$ cat config.mk
export PLATFORM = sky130hd
export DESIGN_NAME = adu_fifo
export DESIGN_NICKNAME = d
export VERILOG_FILES = /design/src/hdl/adu_pkg.sv /design/src/hdl/adu_fifo.sv
export SDC_FILE = /design/constraint.sdc
export NUM_CORES = 1
export LEC_CHECK = 0
export ABC_AREA = 1
export BUFFER_PORTS_ARGS = -buffer_cell sky130_fd_sc_hd__buf_4
export CORE_MARGIN = 2
export CORE_UTILIZATION = 40
export CTS_CLUSTER_DIAMETER = 120
export DETAILED_ROUTE_END_ITERATION = 6
export PLACE_DENSITY = 0.65
export SYNTH_ARGS = -nofsm -noshare
export SYNTH_HDL_FRONTEND = slang
export SYNTH_SLANG_ARGS = --single-unit
$ cat constraint.sdc
create_clock -name i_clk -period 2.19 [get_ports i_clk]
set_clock_uncertainty 0.1 [all_clocks]
set_input_delay 0.657 -clock i_clk [delete_from_list [all_inputs] [get_ports i_clk]]
set_output_delay 0.657 -clock i_clk [all_outputs]
set_load 0.02 [all_outputs]
$ cat src/hdl/adu_pkg.sv
`default_nettype none
package adu_pkg;

    localparam int DATA_WIDTH_DEF = 16;
    localparam int FRAC_BITS_DEF  = 12;
    localparam int MID_DEPTH_DEF  = 4;
    localparam int OUT_DEPTH_DEF  = 2;

    // widest intermediate result: DATA_WIDTH up to 32, FRAC_BITS up to 24
    localparam int RES_W = 34;
    localparam int FR_W  = 24;
    localparam int REG_W = 15;
    localparam int IDX_W = 2;

    localparam logic [REG_W-1:0] THRESH_RST = 15'd3277;
    localparam int LEAKY_MUL = 655;

    // Q1.30 unity for the exponential datapath
    localparam logic [30:0] Q_ONE = 31'h4000_0000;

    typedef enum logic [2:0] {
        MODE_RELU   = 3'd0,
        MODE_LEAKY  = 3'd1,
        MODE_TANH   = 3'd2,
        MODE_SIG    = 3'd3,
        MODE_SATLIN = 3'd4,
        MODE_LINEAR = 3'd5,
        MODE_ADAPT  = 3'd6
    } t_mode;

    typedef enum logic [IDX_W-1:0] {
        CFG_MAX_ERROR = 2'd0,
        CFG_THRESHOLD = 2'd1
    } t_cfg_idx;

    typedef enum logic [1:0] {
        KIND_DIRECT  = 2'd0,
        KIND_TANH    = 2'd1,
        KIND_SIGMOID = 2'd2
    } t_kind;

    typedef struct packed {
        t_kind                    kind;
        logic                     der;
        logic                     neg;
        logic                     zero_e;
        logic [4:0]               n;
        logic signed [RES_W-1:0]  res;
    } t_ctl;

    typedef struct packed {
        t_ctl            ctl;
        logic [FR_W-1:0] fr;
    } t_item;

    // exp(-1) in Q30 via the truncating series; with y = 1 each term is term/k
    function automatic logic [30:0] exp_one();
        logic [63:0] pos;
        logic [63:0] ng;
        logic [63:0] term;
        pos  = 64'd1 << 30;
        ng   = 64'd0;
        term = 64'd1 << 30;
        for (int Kt = 1; Kt <= 16; Kt++) begin
            term = term / Kt;
            if (Kt % 2 == 1) ng = ng + term;
            else pos = pos + term;
        end
        return 31'(pos - ng);
    endfunction

    localparam logic [30:0] E1 = exp_one();

endpackage
`default_nettype wire

$ cat src/hdl/adu_fifo.sv
`default_nettype none
module adu_fifo import adu_pkg::*; #(
    parameter int WIDTH = 8,
    parameter int DEPTH = 2
) (
    input  wire logic             i_clk,
    input  wire logic             i_rst_n,
    input  wire logic             i_push,
    input  wire logic [WIDTH-1:0] i_wdata,
    output logic                  o_full,
    input  wire logic             i_pop,
    output logic                  o_empty,
    output logic [WIDTH-1:0]      o_rdata
);
    localparam int AW = $clog2(DEPTH);

    logic [WIDTH-1:0] r_mem [DEPTH];
    logic [AW:0]      r_wp;
    logic [AW:0]      r_rp;

    assign o_empty = (r_wp == r_rp);
    assign o_full  = (r_wp[AW] != r_rp[AW]) && (r_wp[AW-1:0] == r_rp[AW-1:0]);
    assign o_rdata = r_mem[r_rp[AW-1:0]];

    always_ff @(posedge i_clk) begin
        if (!i_rst_n) begin
            r_wp <= '0;
            r_rp <= '0;
        end else begin
            if (i_push && !o_full) r_wp <= r_wp + 1'b1;
            if (i_pop && !o_empty) r_rp <= r_rp + 1'b1;
        end
    end

    always_ff @(posedge i_clk) begin
        if (i_push && !o_full) r_mem[r_wp[AW-1:0]] <= i_wdata;
    end
endmodule
`default_nettype wire

# Word level (Yosys, flattened, before mapping)
# Memories as Yosys holds them, arrays and structs flattened. A register that Yosys moved wholly into a read port is not among the register bits.
# Index checks and enable logic that the tools add are counted.
op_classes:
  add_sub_neg: 2
  n_eq_ne: 3
  mux: 4
  n_reduce_logical: 5
op_table:
  columns: ["cell", "count"]
  rows:
  - ["2-bit by 1-bit adder with 2-bit output (second input constant)", 2]
  - ["1-bit 2-to-1 mux", 4]
  - ["1-bit logical AND", 3]
  - ["2-bit == test", 1]
  - ["1-bit logical NOT", 2]
  - ["1-bit == test", 1]
  - ["1-bit != test", 1]
totals:
  reg_bits: 4
  mem_bits_rw: 16
  input_bits: 12
  out_inout_bits: 10
  wordCells: 17
  n_memories: 1
mem_list:
  columns: ["name", "depth", "word_bits", "rd", "rd_ports_with_merged_regs", "wr", "line_no", "text"]
  rows:
  - ["r_mem", 2, 8, 1, 1, 1, "adu_fifo.sv:17", "logic [WIDTH-1:0] r_mem [DEPTH];"]

# Longest topological paths before layout
logic_depth:
  depth_word: 6
  ltp_mapped: 7
  mapped_depth_nobuf: 7

# Worst setup path after synthesis
# OpenSTA, ideal clock, no wires.
synth_path:
  path_kind: "register to output"
  startpoint: "register with a tool-made name"
  endpoint: "output o_rdata[0]"
  t_arrival_ps: 853
  required_time_ps: 1433
  setup_slack_ps: 580
  stages_incl_launch_ff: 3
  n_path_buf: 1
  cell_sequence: "dfxtp_1 > buf_2 > mux2_2"
synth_rtl:
  columns: ["element", "line_no", "text"]
  rows:
  - ["to (decl)", "adu_fifo.sv:13", "output logic [WIDTH-1:0] o_rdata"]

==> reports/qor.yml <==
p_leak_nw: 0.462
cp_data_required_time_ns: 1.43
synth_top_area_frac: 0.567
grt_pass1_vias: 504
synth_xor_xnor_area_share: 0
clock-sinks: 21
h-tree-depth: 1
netSwitchingFraction: 0.261
peakVddDrop_mv: 0.378
fin_crit_ns: 2.01
slew_headroom: 0.781
hold_depth: 1
status: "finished clean"
synth_fa_ha_area_frac: 0
grt_usage: 0.114
layout_common_cells: "buf_4, nand2_1, edfxtp_1, inv_1, mux2_2"
rsz0062_at_grt: "false"
final_net_count: 109
antenna_found_initial: 0
grt_start_max_net_pins: 12
clk_pin_slew_ns: 0.11
diodes: 0
routed_via_density: 4.40
r2r-start: "r_rp[1]"
synth_top_cell_by_area: "edfxtp_1"
final-instance-count-excl-fill: 123
drc: 0
yosys.area_share.simple: 0.139
die_y_um: 50.0
tightest_slew_ns: 0.328
hold_viol: 0
setup_tns_ns: 0
drt_iter0_drc: 1
finalSetupViolations: 0
final_core_util: 0.539
syn_area_um2: 847
syn-num-nets: 83
wl_per_cell_um: 10.5
p_comb_frac: 0.221
intPower_mw: 0.621
syn_inst: 71
die_w_um: 50.0
ioPinCount: 22
cts_setup_buffers: 0
synth_compound_area_frac: 0.0236
layout_commonest_cell: "buf_4"
synth.distinct_cells: 10
drtPass1Iterations: 4
drive_gt1_frac: 0.396
critPathLaunchType: "flop"
slew_viol_final: 0
worst_skew_pair.late_latency_ns: 0.28
gp_congestion: 0.669
p_switching_mw: 0.219
core-area_mm2: 0.00198
synth_top_family_by_area: "simple AND/OR/NAND/NOR gates"
endpoint_kind: "output pin"
area_growth_pct: 26.1
pre_cts_ws_ns: 0.370
row_count: 16
max_freq_mhz: 497
p_clk_frac: 0.204
synth.area.mux_share: 0.106
ant_nets: 0
cts_resized: 0
grt-ovfl-total: 0
power.density_mw_per_mm2: 787
yosys-top-cells-area: "edfxtp_1, dfxtp_1, mux2_2"
yosys_register_bits: 21
hpwl_um: 967
rr_worst_depth: 6
start_util: 0.427
fin_ws_ns: 0.179
crit_fanout: 8
cts_tree: "yes"
hold_path.class: "in -> reg"
dp_cells: 119
finalCritPeriodShare: 0.918
grt_pass1_wl_mm: 2.13
ys.warnings.count: 0
clockRootBuffer: "clkbuf_4"
syn_avg_cell_area_um2: 11.9
seq_power_share: 0.575
worstSetupPathType: "reg -> out"
cts_made_buffers: 3
portBuffers: 21
routed_wl_mm: 1.29
cts_buffer_depth: 2
yosysSeqAreaShare: 0.685
cts_hold_buf: 0
arrival_ns: 1.25
min_from: "i_wdata[5]"
drv_cap: 0
die-area_mm2: 0.00250
dr_total_vias: 541
[cells in the mapped netlist]
library cell  count
a21oi_1           4
buf_2             1
dfxtp_1           5
edfxtp_1         16
inv_1             9
mux2_2            8
nand2_1          16
nand2_2           4
nand3_1           2
nor2_1            6
[per-layer routing]
metal | wire (um) | GRT usage | vias to the layer above
li1 | - | - | 284
met1 | 562 | 0.147 | 242
met2 | 660 | 0.182 | 15
met3 | 64 | 0.0303 | 0
met4 | 0 | 0.0417 | 0
met5 | 0 | 0 | -
[flip-flops by register name, indices dropped and copies added, names as in the netlist, named ones only]
name / cells
r_rp: 2
r_wp: 2
r_mem: 16
[critical path, cell delays in order (launching register included)]
cell	delay, ns
dfxtp_2	0.45
mux2_2	0.36
buf_4	0.16
[stage by stage]
stage	total power [mW]	cell area, um2	hold slack (ns)
finish	0.840	1070	0.449
global route	0.884	1070	0.426
CTS	0.848	1070	0.445
detailed placement	0.681	1040	0.440
global placement	0.675	1040	0.427
floorplan	0.604	847	0.394
[worst paths after layout]
check	to	slack (ns)
setup / recovery	o_rdata[1]	0.18
hold / removal	r_mem[1][5]	0.45
setup reg to reg	r_mem[1][3]	0.72
hold reg to reg	r_wp[1]	0.46
[power by group through the flow]
stage	clock (mW)	combinational, mW	sequential, mW
after floorplan	0	0.122	0.481
after global placement	0	0.185	0.491
after detailed placement	0	0.188	0.492
after CTS	0.176	0.189	0.483
after global routing	0.192	0.204	0.488
final	0.171	0.186	0.483
[cell families after synthesis]
| logic type | count (synthesis) |
|---|---|
| compound gates | 4 |
| mux | 8 |
| buf+inv | 10 |
| simple gates | 28 |
| flops | 21 |
[area by class of cell]
type	instances	area, um2
Sequential cell	21	582
Inverter	9	33.8
Multi-Input combinational cell	40	228
Clock buffer	4	26.3
Fill cell	165	913
Timing Repair Buffer	22	165
Tap cell	27	33.8
Power figures use the tool's default switching activity.
