### src/hdl/adu_pkg.sv
`default_nettype none
package adu_pkg;

    localparam int DATA_WIDTH_DEF = 16;
    localparam int FRAC_BITS_DEF  = 12;
    localparam int MID_DEPTH_DEF  = 4;
    localparam int OUT_DEPTH_DEF  = 2;

    // widest intermediate result: DATA_WIDTH up to 32, FRAC_BITS up to 24
    localparam int RES_W = 34;
    localparam int FR_W  = 24;
    localparam int REG_W = 15;
    localparam int IDX_W = 2;

    localparam logic [REG_W-1:0] THRESH_RST = 15'd3277;
    localparam int LEAKY_MUL = 655;

    // Q1.30 unity for the exponential datapath
    localparam logic [30:0] Q_ONE = 31'h4000_0000;

    typedef enum logic [2:0] {
        MODE_RELU   = 3'd0,
        MODE_LEAKY  = 3'd1,
        MODE_TANH   = 3'd2,
        MODE_SIG    = 3'd3,
        MODE_SATLIN = 3'd4,
        MODE_LINEAR = 3'd5,
        MODE_ADAPT  = 3'd6
    } t_mode;

    typedef enum logic [IDX_W-1:0] {
        CFG_MAX_ERROR = 2'd0,
        CFG_THRESHOLD = 2'd1
    } t_cfg_idx;

    typedef enum logic [1:0] {
        KIND_DIRECT  = 2'd0,
        KIND_TANH    = 2'd1,
        KIND_SIGMOID = 2'd2
    } t_kind;

    typedef struct packed {
        t_kind                    kind;
        logic                     der;
        logic                     neg;
        logic                     zero_e;
        logic [4:0]               n;
        logic signed [RES_W-1:0]  res;
    } t_ctl;

    typedef struct packed {
        t_ctl            ctl;
        logic [FR_W-1:0] fr;
    } t_item;

    // exp(-1) in Q30 via the truncating series; with y = 1 each term is term/k
    function automatic logic [30:0] exp_one();
        logic [63:0] pos;
        logic [63:0] ng;
        logic [63:0] term;
        pos  = 64'd1 << 30;
        ng   = 64'd0;
        term = 64'd1 << 30;
        for (int Kt = 1; Kt <= 16; Kt++) begin
            term = term / Kt;
            if (Kt % 2 == 1) ng = ng + term;
            else pos = pos + term;
        end
        return 31'(pos - ng);
    endfunction

    localparam logic [30:0] E1 = exp_one();

endpackage
`default_nettype wire

### src/hdl/adu_front.sv
`default_nettype none
module adu_front import adu_pkg::*; #(
    parameter int DATA_WIDTH = DATA_WIDTH_DEF,
    parameter int FRAC_BITS  = FRAC_BITS_DEF
) (
    input  wire logic                  i_clk,
    input  wire logic                  i_rst_n,
    input  wire logic                  i_push,
    output logic                       o_full,
    input  wire logic [DATA_WIDTH-1:0] i_value_in,
    input  wire logic [2:0]            i_mode,
    input  wire logic                  i_want_derivative,
    input  wire logic                  i_cfg_we,
    input  wire logic [IDX_W-1:0]      i_cfg_idx,
    input  wire logic [REG_W-1:0]      i_cfg_data,
    output logic                       o_valid,
    output t_item                      o_item,
    input  wire logic                  i_q_full
);
    localparam int DW = DATA_WIDTH;
    localparam int F  = FRAC_BITS;
    localparam int AX = DW + 1 + F;
    localparam logic signed [RES_W-1:0] ONE_S  = RES_W'(64'd1 << F);
    localparam logic signed [RES_W-1:0] HALF_S = RES_W'(64'd1 << (F - 1));
    localparam logic signed [RES_W-1:0] LK_D   =
        RES_W'(((64'd655 << F) + 64'd32768) >> 16);

    logic             r_valid;
    t_item            r_item;
    logic [REG_W-1:0] r_max_err;
    logic [REG_W-1:0] r_thresh;

    logic                    load;
    logic signed [DW-1:0]    x;
    logic signed [RES_W-1:0] xs;
    logic                    neg;
    logic [DW-1:0]           mag;
    logic [AX-1:0]           a_ext;
    logic signed [DW+12:0]   lkp;
    logic signed [DW+12:0]   lk_sh;
    logic                    slope2;
    logic signed [RES_W-1:0] band;
    logic signed [RES_W-1:0] sone;
    t_item                   n_item;

    assign o_full  = r_valid && i_q_full;
    assign load    = i_push && !o_full;
    assign o_valid = r_valid;
    assign o_item  = r_item;

    always_comb begin
        x      = $signed(i_value_in);
        xs     = RES_W'(x);
        neg    = x[DW-1];
        mag    = neg ? DW'(-x) : DW'(x);
        slope2 = (r_max_err < r_thresh);
        band   = slope2 ? HALF_S : ONE_S;
        sone   = slope2 ? (ONE_S <<< 1) : ONE_S;
        lkp    = $signed({{13{x[DW-1]}}, x}) * $signed((DW+13)'(LEAKY_MUL))
                 + $signed((DW+13)'(32768));
        lk_sh  = lkp >>> 16;

        if (t_mode'(i_mode) == MODE_TANH) a_ext = AX'({mag, 1'b0});
        else a_ext = AX'(mag);

        n_item            = '0;
        n_item.ctl.kind   = KIND_DIRECT;
        n_item.ctl.der    = i_want_derivative;
        n_item.ctl.neg    = neg;
        n_item.ctl.zero_e = |(a_ext[AX-1:F] >> 5);
        n_item.ctl.n      = a_ext[F+4:F];
        n_item.fr         = FR_W'(a_ext[F-1:0]);

        unique case (i_mode)
            MODE_RELU: begin
                if (neg) n_item.ctl.res = '0;
                else n_item.ctl.res = i_want_derivative ? ONE_S : xs;
            end
            MODE_LEAKY: begin
                if (i_want_derivative) n_item.ctl.res = neg ? LK_D : ONE_S;
                else n_item.ctl.res = neg ? RES_W'(lk_sh) : xs;
            end
            MODE_TANH: n_item.ctl.kind = KIND_TANH;
            MODE_SIG:  n_item.ctl.kind = KIND_SIGMOID;
            MODE_SATLIN: begin
                if (i_want_derivative)
                    n_item.ctl.res = (xs > -ONE_S && xs < ONE_S) ? ONE_S : '0;
                else if (xs <= -ONE_S) n_item.ctl.res = -ONE_S;
                else if (xs >= ONE_S) n_item.ctl.res = ONE_S;
                else n_item.ctl.res = xs;
            end
            MODE_LINEAR: n_item.ctl.res = i_want_derivative ? ONE_S : xs;
            MODE_ADAPT: begin
                if (i_want_derivative)
                    n_item.ctl.res = (xs > -band && xs < band) ? sone : '0;
                else if (xs <= -band) n_item.ctl.res = -ONE_S;
                else if (xs >= band) n_item.ctl.res = ONE_S;
                else n_item.ctl.res = slope2 ? (xs <<< 1) : xs;
            end
            default: n_item.ctl.res = '0;
        endcase
    end

    always_ff @(posedge i_clk) begin
        if (!i_rst_n) begin
            r_valid   <= 1'b0;
            r_max_err <= '0;
            r_thresh  <= THRESH_RST;
        end else begin
            if (load) r_valid <= 1'b1;
            else if (!i_q_full) r_valid <= 1'b0;
            if (i_cfg_we && i_cfg_idx == CFG_MAX_ERROR) r_max_err <= i_cfg_data;
            if (i_cfg_we && i_cfg_idx == CFG_THRESHOLD) r_thresh <= i_cfg_data;
        end
    end

    always_ff @(posedge i_clk) begin
        if (load) r_item <= n_item;
    end
endmodule
`default_nettype wire

### config.mk
export PLATFORM = sky130hd
export DESIGN_NAME = adu_front
export DESIGN_NICKNAME = d
export VERILOG_FILES = /design/src/hdl/adu_pkg.sv /design/src/hdl/adu_front.sv
export SDC_FILE = /design/constraint.sdc
export NUM_CORES = 1
export LEC_CHECK = 0
export BUFFER_PORTS_ARGS = -buffer_cell sky130_fd_sc_hd__buf_4
export CORE_MARGIN = 3
export CORE_UTILIZATION = 45
export DETAILED_ROUTE_END_ITERATION = 10
export PLACE_DENSITY = 0.75
export SKIP_LAST_GASP = 1
export SYNTH_ARGS = -nofsm -noshare
export SYNTH_HDL_FRONTEND = slang
export SYNTH_SLANG_ARGS = --single-unit
### constraint.sdc
create_clock -name i_clk -period 5.3 [get_ports i_clk]
set_clock_uncertainty 0.2 [all_clocks]
set_input_delay 1.06 -clock i_clk [delete_from_list [all_inputs] [get_ports i_clk]]
set_output_delay 1.06 -clock i_clk [all_outputs]
set_load 0.05 [all_outputs]
=== Word level (Yosys, flattened, before mapping) ===
Cells that the tools add are included.

* Word-level logic and storage cells: 66
* Bits in registers: 87
* Input port bits: 42

* Reduce and logical (&&, ||, !) cells: 10
* Magnitude comparators: 9
* $add $sub $neg: 3
* Multipliers: 1
* Multiplexer cells: 23
* Equality and inequality tests: 8

{| class="wikitable"
|+ Operators with widths
! cell !! count
|-
| $mux W34 || 9
|-
| $pmux W34 S5 || 1
|-
| $mux W16 || 3
|-
| $mux W13 || 3
|-
| $gt A16 B34 Y1 || 1
|-
| $le A16 B34 Y1 || 1
|-
| $neg A13 Y34 || 1
|-
| $mux W15 || 2
|-
| $add A27 B17 Y28 const B || 1
|-
| $mux W14 || 2
|-
| $mul A16 B11 Y27 const B || 1
|-
| $ge A16 B14 Y1 || 1
|-
| $ge A16 B14 Y1 const B || 1
|-
| $gt A16 B13 Y1 const B || 1
|-
| $le A16 B13 Y1 const B || 1
|-
| $lt A16 B14 Y1 || 1
|-
| $lt A16 B14 Y1 const B || 1
|-
| $neg A16 Y16 || 1
|-
| $lt A15 B15 Y1 || 1
|-
| $reduce_or A12 Y1 const A || 1
|-
| $eq A3 B3 Y1 const B || 3
|-
| $eq A3 B2 Y1 const B || 2
|-
| $logic_and A1 B1 Y1 || 6
|-
| $pmux W2 S2 || 1
|-
| 7 further kinds || 8
|}

=== Logic depth before layout (Yosys ltp) ===
Gate-level depths: netlist of the first run.

* Depth after elaboration: 8
* Mapped depth: 20

=== Worst setup path after synthesis of the first run ===
No wires, ideal clock.

* Path kind: input -> register
* Start: input port i_value_in[9]
* End: register r_item, in the netlist o_item[32] (data pin)
* Data required time: 4.835 ns
* Data arrival time: 5.301 ns
* Slack: -0.466 ns
* Library setup time: 0.265 ns
* Stages: 17
* Path through: inv_1 ha_1 ha_1 fa_1 fa_1 inv_1 fa_1 inv_1 ha_1 and3_1 a31o_1 a211oi_2 nor2_1 or4b_4 a31oi_4 xor2_1 o22ai_1

{| class="wikitable"
|+ RTL lines
! what !! line !! source
|-
| start: declaration || adu_front.sv:10 || <nowiki>input wire logic [DATA_WIDTH-1:0] i_value_in,</nowiki>
|-
| end signal: assignment || adu_front.sv:118 || <nowiki>if (load) r_item <= n_item;</nowiki>
|-
| end: declaration || adu_front.sv:29 || <nowiki>t_item r_item;</nowiki>
|}

==> flow_metrics.env, run 1 <==
export IMPL_std_cell_rows=47
export IMPL_reg2reg_slack_ns=1.19
export IMPL_dieWidth_um=137
export IMPL_fp_dieArea_um2=18700
export IMPL_cts_root_buf="clkbuf_16"
export IMPL_slew_headroom_pct=26.8
export IMPL_setup_tns_ns=-0.120
export IMPL_crit_start="i_value_in[5]"
export IMPL_crit_path_end="o_item[32]"
export IMPL_fmax_ghz=0.185
export IMPL_p_clk_share_pct=16.9
export IMPL_holdBufCountCts=0
export IMPL_powerDensity_nw_per_um2=344
export IMPL_worstReg2RegStart="r_thresh[5]"
export IMPL_drc_errors=0
export IMPL_utilization_pct=58.5
export IMPL_finalCritPeriodShare_pct=102
export IMPL_met2_usage_pct=38.6
export IMPL_arrival_ns=5.28
export IMPL_grt_met1_usage_pct=30.0
export IMPL_numClockSinks=69
export IMPL_cts_tree="yes"
export IMPL_worstSetupEndpointType="register"
export IMPL_synth_largest_area_cell="ha_1"
export IMPL_grt_usage_pct=22.5
export IMPL_antennaDiodeCount=0
export IMPL_portBuffers=98
export IMPL_p_int_mw=1.93
export IMPL_synth_compound_area_share_pct=16.9
export IMPL_pwr_share_seq_pct=18.5
export IMPL_yosys_warnings=0
export IMPL_synth_edf_count=38
export IMPL_gp_congestion=0.921
export IMPL_core_area_um2=16600
export IMPL_violations="negative setup slack"
export IMPL_pin_count=112
export IMPL_final_area_um2=9740
export IMPL_ant_nets=0
export IMPL_path_clk_slew_ns=0.06
export IMPL_dr_pass1_iters=5
export IMPL_grt_pass1_vias=6504
export IMPL_synth_fa_ha_area_share_pct=32.2
export IMPL_finalWirelength_um=20900
export IMPL_area_delta_synth_final_pct=26.6
export IMPL_yosysSeqAreaShare_pct=22.9
export IMPL_dp_hpwl_um=17100
export IMPL_grt_busiest_layer="met2"
export IMPL_drt_iter0_drc=397
export IMPL_slew_viol_final=0
export IMPL_outcome="complete, but fails checks"
export IMPL_drive_gt1_share_pct=27.2
export IMPL_worst_pin_slew_ns=1.10
export IMPL_clkLatencyLatePin_ns=0.33
export IMPL_min_path_type="register to register"
export IMPL_start_util_pct=46.3
export IMPL_met3_usage_pct=2.87
export IMPL_critPathKind="input port to register"
export IMPL_die_h_um=137
export IMPL_numCtsBuffers=9
export IMPL_fin_nets=1205
export IMPL_synth_distinct_cells=78
export IMPL_cp_start_kind="input port"
export IMPL_finalCriticalPeriod_ns=5.41
export IMPL_async_reset_ff_share_pct=0
export IMPL_hold_ws_ns=0.261
export IMPL_overflow=0
export IMPL_cts_buffer_depth=2
export IMPL_power_frac_comb_pct=64.6
export IMPL_switching_power_mw=1.42
export IMPL_synth_mux_area_share_pct=1.64
export IMPL_synth_simple_gate_area_share_pct=12.4
export IMPL_grt_setup_unrepaired="yes"
export IMPL_netlist_instances=837
export IMPL_htreeDepth=3
export IMPL_grt_pass1_wl_um=33100
export IMPL_timing_final_ws_setup_ns=-0.108
export IMPL_vdd_drop_max_uv=213
export IMPL_synthFlopType="edfxtp_1"
export IMPL_via_per_inst=5.41
export IMPL_syn_cell_area_um2=7700
export IMPL_r2r_worst_path_cells=15
export IMPL_grt_max_degree=40
export IMPL_via_count=6592
export IMPL_post_place_cells=1198
export IMPL_yosys_area_share_xor_xnor_pct=4.32
export IMPL_synth_top_family_by_area="adder cells"
export IMPL_cp_max_fo=4
export IMPL_maxCapViolations=0
export IMPL_place_area_um2=9280
export IMPL_power_leakage_nw=4.42
export IMPL_ys_top_cells_by_area="ha_1 20%, edfxtp_1 15%, fa_1 13%, dfxtp_1 8.1%, nand2_1 5.2%"
export IMPL_dp_slack_ns=-0.408
export IMPL_synth_top_cell_area_share_pct=19.5
export IMPL_fin_cells=1219
export IMPL_ys_ff_latch=69
export IMPL_regToRegEndpoint="o_item[33]"
export IMPL_sw_frac_of_total_pct=42.5
export IMPL_wl_per_cell_um=17.1
export IMPL_setup_viol=2
export IMPL_worstPathRequired_ns=5.17
export IMPL_finalHoldViolations=0
export IMPL_fin_total_pwr_mw=3.35
export IMPL_antenna_found_initial=0
export IMPL_avgSynthCellArea_um2=9.20
==> kinds of logic after synthesis <==
logic type | Yosys count
mux | 10
compound gates | 186
flops | 69
simple gates | 207
buf+inv | 157
fa+ha+maj | 169
xor+xnor | 38
other cells | 1
==> cell usage after synthesis, types with 3 or more instances <==
library cell,n
a211oi_1,5
o21a_1,4
xor2_1,13
inv_2,3
nand3_1,15
a31oi_1,6
nand2_1,107
xnor2_1,25
a31o_2,3
nand4_1,8
inv_1,100
a21oi_1,37
and3_1,7
o211ai_1,15
fa_1,49
a31o_1,3
o22ai_1,7
nor3_1,9
a21boi_0,24
o221ai_1,3
buf_4,30
o21ai_0,23
and2_1,8
nor2b_1,6
a32oi_1,4
a21o_1,8
nor2_1,29
ha_1,120
mux2i_1,7
o21ai_1,7
edfxtp_1,38
a22oi_1,9
dfxtp_1,31
clkbuf_1,19
==> flip-flops by register name (all words and copies together), names as in the netlist <==
signal,count
r_thresh,15
o_item,38
o_valid,1
r_max_err,15
==> cells in the final DEF, fill, tap and decap left out, drive strengths merged, types with 7 or more instances in the layout <==
cell type and n:
xnor2 25, o22ai 7, a21oi 37, dfxtp 31
and3 7, conb 13, inv 101, nand3 15
nor2 29, ha 120, nand4 8, and2 8
edfxtp 38, clkbuf 10, nor3 10, a21o 8
o211ai 15, a22oi 9, buf 187, xor2 13
mux2i 7, a21boi 24, a31oi 7, o21ai 31
fa 49, nand2 107
==> what timing repair did <==
| action | 4_1_cts | 5_1_grt |
|---|---|---|
| setup endpoints to repair | 1 | 14 |
| cloned | 0 | 0 |
| setup buffers | 0 | 5 |
| pin swaps | 0 | 14 |
| resized for setup | 0 | 30 |
==> power groups by stage <==
| stage | Combinational, mW | Clock (mW) | Sequential, mW |
|---|---|---|---|
| after floorplan | 1.36 | 0 | 0.708 |
| after global placement | 2.04 | 0 | 0.629 |
| after detailed placement | 2.09 | 0 | 0.630 |
| after CTS | 2.09 | 0.575 | 0.619 |
| after global routing | 2.39 | 0.603 | 0.622 |
| final | 2.16 | 0.567 | 0.619 |
==> worst min path at each step <==
stage	slack, ns	cells past startpoint	from	to
after floorplan	0.23	2	r_thresh[0]	r_thresh[0]
after global placement	0.25	2	r_thresh[0]	r_thresh[0]
after detailed placement	0.26	2	r_thresh[8]	r_thresh[8]
after CTS	0.27	2	r_thresh[8]	r_thresh[8]
after global routing	0.28	2	r_thresh[1]	r_thresh[1]
final	0.26	2	r_thresh[8]	r_thresh[8]
==> routing by layer <==
layer | vias to the layer above | share of wire (%)
li1 | 3183 | -
met1 | 3137 | 43
met2 | 236 | 49
met3 | 36 | 5.8
met4 | 0 | 2.0
met5 | - | 0
==> area by class of cell <==
type | instances | area, um2
clock buffers | 10 | 239
clock inverters | 6 | 45.0
fillers | 1420 | 6900
inverters | 104 | 415
multi-input cells | 623 | 5550
flip-flops and latches | 69 | 1760
well taps | 220 | 275
repair buffers | 187 | 1450
==> worst max-delay path, stage by stage <==
cell,delay (ns)
buf_4,0.11
clkinvlp_4,0.15
ha_4,0.32
nand2_2,0.06
fa_1,0.48
inv_1,0.06
fa_1,0.52
fa_1,0.50
ha_1,0.31
a21o_1,0.18
a31o_1,0.24
a211oi_2,0.26
nor2_1,0.09
or4b_4,0.52
a31oi_4,0.15
xor2_1,0.18
o22ai_1,0.09
(Power assumes the default switching activity.)
==> run 2, diff against run 1 <==
--- a/config.mk
+++ b/config.mk
@@ -9,6 +9,7 @@
 export CORE_MARGIN = 3
 export CORE_UTILIZATION = 45
 export DETAILED_ROUTE_END_ITERATION = 10
+export GPL_TIMING_DRIVEN = 0
 export PLACE_DENSITY = 0.75
 export SKIP_LAST_GASP = 1
 export SYNTH_ARGS = -nofsm -noshare
==> run 2 against run 1 <==
Against the previous run:
- the flow still finishes with violations (negative setup slack)
- sequential share of layout area shrank 0.31 points
- register-to-register slack got worse by 0.02 ns
- non-clock buffer count is 6 lower
- combinational power up 2%
- clock-buffer cell count is 1 higher
- hold slack gained 0.0034 ns
- global-route usage fell by 0.67 points
- maximum frequency grew 0.51%
- critical path depth up 1
- first-iteration DRC count grew 13%
- highest routed layer unchanged
==> flow_metrics.env, run 2 (same netlist as run 1, synthesis figures left out) <==
export IMPL_multiInputGateArea_um2=5670
export IMPL_drive_gt1_share_pct=27.6
export IMPL_p_clk_share_pct=18.6
export IMPL_dieWidth_um=137
export IMPL_grt_max_degree=29
export IMPL_path_clk_slew_ns=0.07
export IMPL_gp_congestion=0.949
export IMPL_worstReg2RegStart="r_thresh[11]"
export IMPL_worstPathRequired_ns=5.18
export IMPL_fin_cells=1214
export IMPL_critPathKind="input port to register"
export IMPL_switching_power_mw=1.47
export IMPL_powerDensity_nw_per_um2=349
export IMPL_pin_count=112
export IMPL_cts_tree="yes"
export IMPL_dp_hpwl_um=15600
export IMPL_holdBufCountCts=0
export IMPL_dr_pass1_iters=5
export IMPL_violations="negative setup slack"
export IMPL_setup_viol=1
export IMPL_start_util_pct=46.3
export IMPL_portBuffers=98
export IMPL_place_area_um2=9010
export IMPL_grt_setup_unrepaired="yes"
export IMPL_ant_nets=0
export IMPL_hold_ws_ns=0.265
export IMPL_cp_start_kind="input port"
export IMPL_seq_area_um2=1760
export IMPL_die_h_um=137
export IMPL_finalCritPeriodShare_pct=102
export IMPL_slew_viol_final=0
export IMPL_worst_pin_slew_ns=0.682
export IMPL_utilization_pct=59.6
export IMPL_std_cell_rows=47
export IMPL_core_area_um2=16600
export IMPL_timing_final_ws_setup_ns=-0.0805
export IMPL_pwr_share_seq_pct=17.8
export IMPL_p_int_mw=1.99
export IMPL_via_per_inst=5.37
export IMPL_area_delta_synth_final_pct=28.8
export IMPL_grt_pass1_wl_um=31900
export IMPL_final_common_cell="buf_4"
export IMPL_power_frac_comb_pct=63.6
export IMPL_outcome="complete, but fails checks"
export IMPL_cts_buffer_depth=2
export IMPL_setup_tns_ns=-0.0805
export IMPL_maxCapViolations=0
export IMPL_finalCriticalPeriod_ns=5.38
export IMPL_numClockSinks=69
export IMPL_min_path_type="register to register"
export IMPL_sw_frac_of_total_pct=42.5
export IMPL_worstSetupEndpointType="register"
export IMPL_numCtsBuffers=9
export IMPL_power_leakage_nw=4.40
export IMPL_clkLatencyLatePin_ns=0.34
export IMPL_drt_iter0_drc=450
export IMPL_fp_dieArea_um2=18700
export IMPL_via_count=6515
export IMPL_min_from="r_thresh[14]"
export IMPL_fin_nets=1199
export IMPL_vdd_drop_max_uv=266
export IMPL_finalHoldViolations=0
export IMPL_slew_headroom_pct=54.5
export IMPL_fillers=1405
export IMPL_overflow=0
export IMPL_fmax_ghz=0.186
export IMPL_arrival_ns=5.26
export IMPL_grt_usage_pct=21.8
export IMPL_antenna_found_initial=0
export IMPL_largest_reg_flops=38
export IMPL_cp_max_fo=5
export IMPL_dp_slack_ns=-1.11
export IMPL_drc_errors=0
export IMPL_cts_root_buf="clkbuf_16"
export IMPL_post_place_cells=1168
export IMPL_final_area_um2=9910
export IMPL_htreeDepth=3
export IMPL_wl_per_cell_um=16.9
export IMPL_crit_start="i_value_in[10]"
export IMPL_grt_pass1_vias=6320
export IMPL_fin_total_pwr_mw=3.46
export IMPL_final_cell_mix="145 x buf_4, 105 x nand2_1, 89 x ha_1, 80 x inv_1, 47 x fa_1"
export IMPL_finalWirelength_um=20500
[run 2: cell count changes in the layout (fill, tap and decap cells not counted), moves of 4 or more]
cell / change
buf_4: -34
ha_2: +5
buf_12: +5
inv_1: -5
clkbuf_1: +13
ha_4: +6
ha_1: -11
buf_8: +4
[run 2: area by class of cell]
| cell class | instances | area share, % |
|---|---|---|
| multi-input combinational | 623 | 57.2 |
| sequential | 69 | 17.8 |
| timing repair buffer | 130 | 11.1 |
| inverter | 104 | 4.33 |
| buffer | 51 | 3.60 |
| clock buffer | 11 | 2.78 |
| tap | 220 | 2.78 |
| clock inverter | 5 | 0.442 |
| antenna | 1 | 0.0252 |
[run 2: worst paths after layout]
kind	slack (ns)	end	depth (start not counted)
worst min-delay path	0.26	r_thresh[14]	2
worst max-delay path	-0.08	o_item[32]	18
worst max register to register	1.17	o_item[28]	16
worst min register to register	0.26	r_thresh[14]	2
[run 2: repair_timing]
action | 4_1_cts | 5_1_grt
pin swaps | 18 | 23
setup buffers | 19 | 12
endpoints found under the setup margin | 15 | 15
gates resized for setup | 47 | 36
[run 2: metal layers]
metal  track usage (%)  routed length, um
met5                 0                  0
met4              6.60                552
met3              4.26               1410
met2              36.3               9680
met1              28.8               8890
[run 2: power by group through the flow]
stage / clock network, mW / logic, mW / registers (mW)
6_report: 0.643 / 2.20 / 0.617
5_1_grt: 0.679 / 2.44 / 0.620
4_1_cts: 0.658 / 2.05 / 0.617
3_5_place_dp: 0 / 1.88 / 0.628
3_3_place_gp: 0 / 1.84 / 0.629
2_1_floorplan: 0 / 1.36 / 0.708
[run 2: worst max-delay path, stage by stage]
cell and delay (ns):
buf_12 0.09, clkinvlp_4 0.13, ha_4 0.31, ha_4 0.19
fa_1 0.46, fa_1 0.51, inv_1 0.05, fa_1 0.51
inv_2 0.05, ha_4 0.23, and3_4 0.16, a31o_1 0.21
a211oi_2 0.26, nor2_2 0.09, or4b_4 0.52, a31oi_4 0.17
xor2_2 0.16, o22ai_2 0.10
